===== src/rtl/core/bspu_pkg.sv =====
// Package for the branch target buffer with a static direction policy.
// Holds geometry constants, payload and command structs, and state codes.
// No dependencies.
`timescale 1ns / 1ps

package bspu_pkg;

	localparam int SET_BITS    = 4;
	localparam int OFFSET_BITS = 2;
	localparam int WAYS        = 4;
	localparam int NUM_SETS    = 1 << SET_BITS;
	localparam int WAY_W       = (WAYS > 1) ? $clog2(WAYS) : 1;
	localparam int ENTRY_W     = 64;

	localparam logic [31:0] SEQ_STEP = 32'h0000_0004;

	// Direction policy codes; the remaining codes select backward taken, forward not taken.
	localparam logic [1:0] MODE_TAKEN     = 2'd0;
	localparam logic [1:0] MODE_NOT_TAKEN = 2'd1;
	localparam logic [1:0] MODE_RESET     = 2'd2;

	typedef struct packed {
		logic [31:0] pc;
		logic [31:0] next_pc;
		logic        is_branch;
	} bspu_req_t;

	typedef struct packed {
		logic        btb_hit;
		logic [31:0] predicted_pc;
		logic        prediction_correct;
		logic [31:0] correct_count;
		logic [31:0] transfer_count;
	} bspu_rsp_t;

	typedef struct packed {
		logic accept;
		logic commit;
		logic cfg_we;
	} bspu_cmd_t;

	typedef enum logic [1:0] {
		ST_IDLE = 2'b01,
		ST_EVAL = 2'b10
	} bspu_state_t;

endpackage


===== src/rtl/core/bspu_ram.sv =====
// Generic single-write, single-read RAM with a registered read port.
// Used for the tag and target storage of each way. No dependencies.
`timescale 1ns / 1ps

module bspu_ram #(
	parameter int WIDTH = 64,
	parameter int DEPTH = 16,
	localparam int AW = (DEPTH > 1) ? $clog2(DEPTH) : 1
) (
	input  logic             clk,
	input  logic             we,
	input  logic [AW-1:0]    waddr,
	input  logic [WIDTH-1:0] wdata,
	input  logic             re,
	input  logic [AW-1:0]    raddr,
	output logic [WIDTH-1:0] rdata
);

	logic [WIDTH-1:0] mem_q [DEPTH];

	always_ff @(posedge clk) begin
		if (we) begin
			mem_q[waddr] <= wdata;
		end
	end

	always_ff @(posedge clk) begin
		if (re) begin
			rdata <= mem_q[raddr];
		end
	end

endmodule


===== src/rtl/core/bspu_ctrl.sv =====
// Controller of the branch target buffer: sequences lookup and commit and
// owns the result valid flag. Depends on bspu_pkg.
`timescale 1ns / 1ps

module bspu_ctrl (
	input  logic                clk,
	input  logic                arst_n,
	input  logic                req_valid,
	output logic                req_stall,
	output logic                rsp_valid,
	input  logic                rsp_stall,
	input  logic                cfg_valid,
	output logic                cfg_ready,
	output bspu_pkg::bspu_cmd_t cmd
);

	import bspu_pkg::*;

	bspu_state_t state_q;
	bspu_state_t state_d;
	logic        rsp_valid_q;
	logic        out_free;

	// The result register can take a new item when empty or draining this cycle.
	assign out_free = !rsp_valid_q || !rsp_stall;

	assign req_stall  = (state_q != ST_IDLE);
	assign cfg_ready  = (state_q == ST_IDLE);
	assign cmd.accept = (state_q == ST_IDLE) && req_valid;
	assign cmd.commit = (state_q == ST_EVAL) && out_free;
	assign cmd.cfg_we = cfg_valid && cfg_ready;
	assign rsp_valid  = rsp_valid_q;

	always_comb begin
		state_d = state_q;
		case (state_q)
			ST_IDLE: begin
				if (req_valid) begin
					state_d = ST_EVAL;
				end
			end
			ST_EVAL: begin
				if (out_free) begin
					state_d = ST_IDLE;
				end
			end
			default: begin
				state_d = ST_IDLE;
			end
		endcase
	end

	always_ff @(posedge clk or negedge arst_n) begin
		if (!arst_n) begin
			state_q     <= ST_IDLE;
			rsp_valid_q <= 1'b0;
		end else begin
			state_q <= state_d;
			if (cmd.commit) begin
				rsp_valid_q <= 1'b1;
			end else if (!rsp_stall) begin
				rsp_valid_q <= 1'b0;
			end
		end
	end

endmodule


===== src/rtl/core/bspu_datapath.sv =====
// Datapath of the branch target buffer: way RAMs, valid bits, tag compare,
// prediction, counters and the result register. Depends on bspu_pkg, bspu_ram.
`timescale 1ns / 1ps

module bspu_datapath (
	input  logic                clk,
	input  logic                arst_n,
	input  bspu_pkg::bspu_cmd_t cmd,
	input  bspu_pkg::bspu_req_t req,
	input  logic [1:0]          predict_mode,
	output bspu_pkg::bspu_rsp_t rsp
);

	import bspu_pkg::*;

	bspu_req_t                          item_q;
	bspu_rsp_t                          rsp_q;
	logic [1:0]                         mode_q;
	logic [NUM_SETS-1:0][WAYS-1:0]      valid_q;
	logic [WAY_W-1:0]                   victim_q;
	logic [31:0]                        correct_q;
	logic [31:0]                        transfer_q;

	logic [ENTRY_W-1:0]                 rd_data [WAYS];
	logic [SET_BITS-1:0]                rd_set;
	logic [SET_BITS-1:0]                set_idx;
	logic [WAYS-1:0]                    set_valid;
	logic                               found;
	logic [31:0]                        tgt;
	logic                               hit;
	logic                               fill;
	logic [31:0]                        seq_pc;
	logic [31:0]                        pred;
	logic                               ok;
	logic [31:0]                        correct_d;
	logic [31:0]                        transfer_d;

	assign rd_set    = req.pc[OFFSET_BITS +: SET_BITS];
	assign set_idx   = item_q.pc[OFFSET_BITS +: SET_BITS];
	assign set_valid = valid_q[set_idx];

	for (genvar w = 0; w < WAYS; w++) begin : g_way
		bspu_ram #(
			.WIDTH(ENTRY_W),
			.DEPTH(NUM_SETS)
		) u_ram (
			.clk  (clk),
			.we   (fill && (victim_q == WAY_W'(w))),
			.waddr(set_idx),
			.wdata({item_q.pc, item_q.next_pc}),
			.re   (cmd.accept),
			.raddr(rd_set),
			.rdata(rd_data[w])
		);
	end

	// The lowest-numbered valid way whose tag equals the pc wins.
	always_comb begin
		found = 1'b0;
		tgt   = '0;
		for (int w = 0; w < WAYS; w++) begin
			if (!found && set_valid[w] && (rd_data[w][ENTRY_W-1 -: 32] == item_q.pc)) begin
				found = 1'b1;
				tgt   = rd_data[w][31:0];
			end
		end
	end

	assign hit    = item_q.is_branch && found;
	assign fill   = cmd.commit && item_q.is_branch && !found;
	assign seq_pc = item_q.pc + SEQ_STEP;

	always_comb begin
		pred = '0;
		if (hit) begin
			case (mode_q)
				MODE_TAKEN:     pred = tgt;
				MODE_NOT_TAKEN: pred = seq_pc;
				default:        pred = (tgt < item_q.pc) ? tgt : seq_pc;
			endcase
		end
	end

	assign ok = hit && (pred == item_q.next_pc);

	always_comb begin
		correct_d  = correct_q;
		transfer_d = transfer_q;
		if (ok && (correct_q != '1)) begin
			correct_d = correct_q + 32'd1;
		end
		if ((item_q.next_pc != seq_pc) && (transfer_q != '1)) begin
			transfer_d = transfer_q + 32'd1;
		end
	end

	always_ff @(posedge clk) begin
		if (cmd.accept) begin
			item_q <= req;
		end
		if (cmd.commit) begin
			rsp_q.btb_hit            <= hit;
			rsp_q.predicted_pc       <= pred;
			rsp_q.prediction_correct <= ok;
			rsp_q.correct_count      <= correct_d;
			rsp_q.transfer_count     <= transfer_d;
		end
	end

	always_ff @(posedge clk or negedge arst_n) begin
		if (!arst_n) begin
			mode_q     <= MODE_RESET;
			valid_q    <= '0;
			victim_q   <= '0;
			correct_q  <= '0;
			transfer_q <= '0;
		end else begin
			if (cmd.cfg_we) begin
				mode_q <= predict_mode;
			end
			if (cmd.commit) begin
				correct_q  <= correct_d;
				transfer_q <= transfer_d;
			end
			if (fill) begin
				valid_q[set_idx][victim_q] <= 1'b1;
				victim_q <= (victim_q == WAY_W'(WAYS - 1)) ? '0 : victim_q + 1'b1;
			end
		end
	end

	assign rsp = rsp_q;

endmodule


===== src/rtl/core/btb_static_branch_predictor_unit.sv =====
// An item's set is read from the way RAMs at accept; the compare and commit state then scores it
// and loads the result register, and a stalled result holds the commit. The block takes no new
// item until the current one has committed.
// Reset (arst_n low, asynchronous) clears the entry valid bits, the victim pointer,
// both counters and the result valid flag, and sets the policy to backward taken.
// The tag and target RAMs need no clearing pass: an entry is never used while invalid.
`timescale 1ns / 1ps

module btb_static_branch_predictor_unit (
	input  logic                clk,
	input  logic                arst_n,
	input  logic                req_valid,
	output logic                req_stall,
	input  bspu_pkg::bspu_req_t req,
	output logic                rsp_valid,
	input  logic                rsp_stall,
	output bspu_pkg::bspu_rsp_t rsp,
	input  logic                cfg_valid,
	output logic                cfg_ready,
	input  logic [1:0]          predict_mode
);

	import bspu_pkg::*;

	// Command bundle from the controller to the datapath. The accept command
	// captures the item and starts the RAM read of its set. The commit command
	// scores the prediction, fills a way on a branch miss, updates the counters
	// and loads the result register.
	bspu_cmd_t cmd;

	// The controller takes a new item only while idle. Once the item has been
	// looked up, it commits as soon as the result register is empty or being
	// drained. While a stalled result holds the commit, the input stays stalled.
	bspu_ctrl u_ctrl (
		.clk      (clk),
		.arst_n   (arst_n),
		.req_valid(req_valid),
		.req_stall(req_stall),
		.rsp_valid(rsp_valid),
		.rsp_stall(rsp_stall),
		.cfg_valid(cfg_valid),
		.cfg_ready(cfg_ready),
		.cmd      (cmd)
	);

	// The datapath holds one tag and target RAM per way, indexed by the set
	// bits of the pc, plus one valid flip-flop per entry. The full pc is the
	// tag. Misses replace the way chosen by a single round-robin pointer.
	bspu_datapath u_dp (
		.clk         (clk),
		.arst_n      (arst_n),
		.cmd         (cmd),
		.req         (req),
		.predict_mode(predict_mode),
		.rsp         (rsp)
	);

endmodule


===== config.mk =====
export PLATFORM = sky130hd
export DESIGN_NAME = btb_static_branch_predictor_unit
export DESIGN_NICKNAME = d
export VERILOG_FILES = /design/src/rtl/core/bspu_pkg.sv /design/src/rtl/core/bspu_ram.sv /design/src/rtl/core/bspu_ctrl.sv /design/src/rtl/core/bspu_datapath.sv /design/src/rtl/core/btb_static_branch_predictor_unit.sv
export SDC_FILE = /design/constraint.sdc
export NUM_CORES = 2
export LEC_CHECK = 0
export ABC_AREA = 1
export ABC_CLOCK_PERIOD_IN_PS = 18700
export BUFFER_PORTS_ARGS = -buffer_cell sky130_fd_sc_hd__buf_2
export CAP_MARGIN = 10
export CELL_PAD_IN_SITES_DETAIL_PLACEMENT = 0
export CELL_PAD_IN_SITES_GLOBAL_PLACEMENT = 1
export CORE_AREA = 2 2 790 792
export CTS_BUF_LIST = sky130_fd_sc_hd__clkbuf_16
export DETAILED_ROUTE_END_ITERATION = 10
export DIE_AREA = 0 0 792 794
export PLACE_DENSITY_LB_ADDON = 0.15
export SLEW_MARGIN = 20
export SYNTH_ARGS = -nofsm -noshare
export SYNTH_HDL_FRONTEND = slang
export SYNTH_SLANG_ARGS = --single-unit

===== constraint.sdc =====
create_clock -name clk -period 18.7 [get_ports clk]
set_input_delay 1.87 -clock clk [delete_from_list [all_inputs] [get_ports clk]]
set_output_delay 1.87 -clock clk [all_outputs]
set_load 0.03 [all_outputs]

==> flow_summary.yaml <==
setup_path:
  max_stage_delay_ns: 0.78
  cp_max_fo: 67
  r2r_end: "u_dp.rsp[42]"
  r2r_start: "u_dp.item_q[36]"
  rr_worst_depth: 33
  critPathCapture: "u_dp.rsp[42]"
  cp.arrival_ns: 10.66
  crit_required_ns: 19.53
  cpMostUsedCell: "nand2_1"
  startpoint: "u_dp.item_q[36]"
  cp_slowest_cell: "edfxtp_1"
  critPathLaunchType: "flip-flop"
  r2r_setup_slack_ns: 8.87
  worst-setup-path-type: "flip-flop to flip-flop"
  worstSetupEndpointType: "flip-flop"
route:
  postRouteAntennaNets: 0
  vias: 124302
  drt_iter0_markers: 14070
  dr.pass1.iters: 6
  drc: 0
  drt-total-wl_mm: 768.5
  wire_per_inst_um: 33.28
  vias_per_cell: 5.384
yosys:
  syn_inst: 14133
  ys_ff_latch: 4650
  yosys_warnings: 0
  synth_edf_count: 4515
  synth-main-ff-cell: "edfxtp_1"
  synth_fp_nets: 14246
  ys_async_sr_fraction_pct: 2.903
  seq_area_frac_synth_pct: 74.94
  ys_types: 55
  syn-cell-area_mm2: 0.1854
  postSynthAreaPerCell_um2: 13.12
clock_network:
  cts_tree: "done"
  clock-root-buffer: "clkbuf_16"
  clk_latency_ns: 1.10
  clkTransAtPathRegs_ns: 0.06
  post_cts_buffers: 0
  htreeDepth: 6
  postCtsResizedCells: 0
  hold_buffers: 0
  clockBufferDepth: 4
  clkSinkCount: 4650
  cts_buffers: 546
floorplan:
  die_height_um: 794
  start_util_pct: 29.85
  core_mm2: 0.6212
  pin_count: 173
  die_w_um: 792
  die_area_mm2: 0.6288
  num_rows: 290
global_routing:
  grt_pass1_wl_mm: 1040
  grt_pass1_vias: 117757
  grt_overflow_total: 0
  grt_max_degree: 151
  busiest_layer: "met2"
  grt_use_met3_pct: 3.121
  grt_usage_pct: 23.66
  antenna_found_initial: 95
  grtUsageMet1_pct: 34.35
  grtUsageMet2_pct: 36.78
timing:
  rsz0062_at_grt: "no"
  setup_violations: 0
  max_freq_mhz: 101.7
  fin_crit_ns: 9.835
  fin_crit_sh_pct: 52.59
  tightest_slew_ns: 1.266
  slew_headroom_pct: 15.42
  hold_ws_ns: 0.4619
  skew_ns: 0.07891
  setup_tns_ns: 0
  maxSlewViolCount: 0
  hold_violations: 0
place:
  io_buffers: 172
  place.gp.congestion: 0.8986
  hpwl_mm: 441.3
finish:
  drive_above_1_share_pct: 10.46
  layout_commonest_cell: "edfxtp_1"
  nets: 14451
  layout_common_cells: "4,515 x edfxtp_1, 2,441 x nor2_1, 2,378 x o21ai_0"
  fill_cells: 60829
  synthToLayoutAreaGrowth_pct: 15.62
  regArea_mm2: 0.1390
  multi_input_area_mm2: 0.04214
job:
  cap_viol_max_count: 0
outcome:
  status: "complete, no violations"
pwr:
  p_leak_nw: 69.63
  p_per_area_mw_per_mm2: 109.6
  irDropWorstVdd_mv: 0.09549
worst_hold_path:
  hold_path.class: "flip-flop to flip-flop"
routing by layer:
metal	up-vias	part of all wire, %	wire, um
met5	-	0.0091	70
met4	10	3.4	26060
met3	918	6.1	46660
met2	4543	45	346700
met1	65557	45	349000
li1	53274	-	-
stage by stage:
stage                     util [%]  power (mW)  worst slack, ns  std cells  instance area [um2]
after floorplan                  -       12.74            2.587      14133               185400
after global placement       31.74       13.50            9.137      22106               197200
after detailed placement     31.77       13.49            9.027      22111               197400
after CTS                    34.50       23.68            9.039      23074               214300
after global routing         34.51       24.20            8.299      23078               214400
final                        34.51       23.49            8.865      23089               214400
worst max-delay path: cells and delay by family, from the launching register on:
family          cells  cell delay (ns)
compound gates      5             1.62
fa+ha+maj           1             0.38
buf+inv             5             2.42
flops               1             0.78
simple gates       22             4.12
logic make-up after synthesis:
kind of cell,count (synthesis),share of synthesized area (%)
AO/OA/AOI/OAI,3766,11.92
XOR/XNOR,181,0.8549
buffers and inverters,1258,2.636
multiplexers,23,0.1242
AND/OR/NAND/NOR,4214,9.249
flip-flops,4650,74.94
adder cells (fa/ha/maj),41,0.2766
synth_stat cells (all sizes together) (31+ instances only):
master	instances	area, um2
xnor2	81	709.4
nand3	358	1862
ha	41	513.0
nor3	63	325.3
o211ai	151	1134
xor2	100	875.8
clkbuf	839	3149
o21ai	2412	12070
dfrtp	133	3328
a21oi	32	160.2
buf	122	623.1
nor2	2518	9489
nand4	99	619.3
edfxtp	4515	135600
o22ai	595	3722
nand2	1039	3968
inv	293	1100
o221ai	507	4441
or2	68	425.4
nor4	31	200.2
area by class of cell:
cell class	instances	area share (%)
sequential	4650	64.82
timing repair buffer	618	2.193
tap	8322	4.857
antenna	14	0.01634
clock buffer	548	6.396
clock inverter	415	1.529
inverter	297	0.5352
multi-input combinational	8225	19.66
state kept, by name, summed over array words and instances, names as in the netlist:
register                flops
u_dp.item_q                65
u_dp.g_way.u_ram.rdata    256
u_dp.g_way.u_ram.mem_q   4096
u_dp.rsp                   98
u_dp.valid_q               64
u_ctrl.rsp_valid            1
u_dp.mode_q                 2
u_dp.transfer_q            32
u_ctrl.state_q              2
u_dp.correct_q             32
u_dp.victim_q               2
worst min path at each step:
stage,startpoint,end,depth (start not counted)
floorplan,u_dp.valid_q[19],u_dp.valid_q[19],2
global placement,u_dp.valid_q[19],u_dp.valid_q[19],2
detailed placement,u_dp.valid_q[19],u_dp.valid_q[19],2
CTS,u_dp.valid_q[19],u_dp.valid_q[19],2
global route,u_dp.valid_q[36],u_dp.valid_q[36],1
finish,u_dp.valid_q[19],u_dp.valid_q[19],2
report_power, final:
part,internal [mW],switching (mW)
clock,5.66,4.55
combinational,0.329,1.18
sequential,11.6,0.151
(Power assumes the default switching activity.)
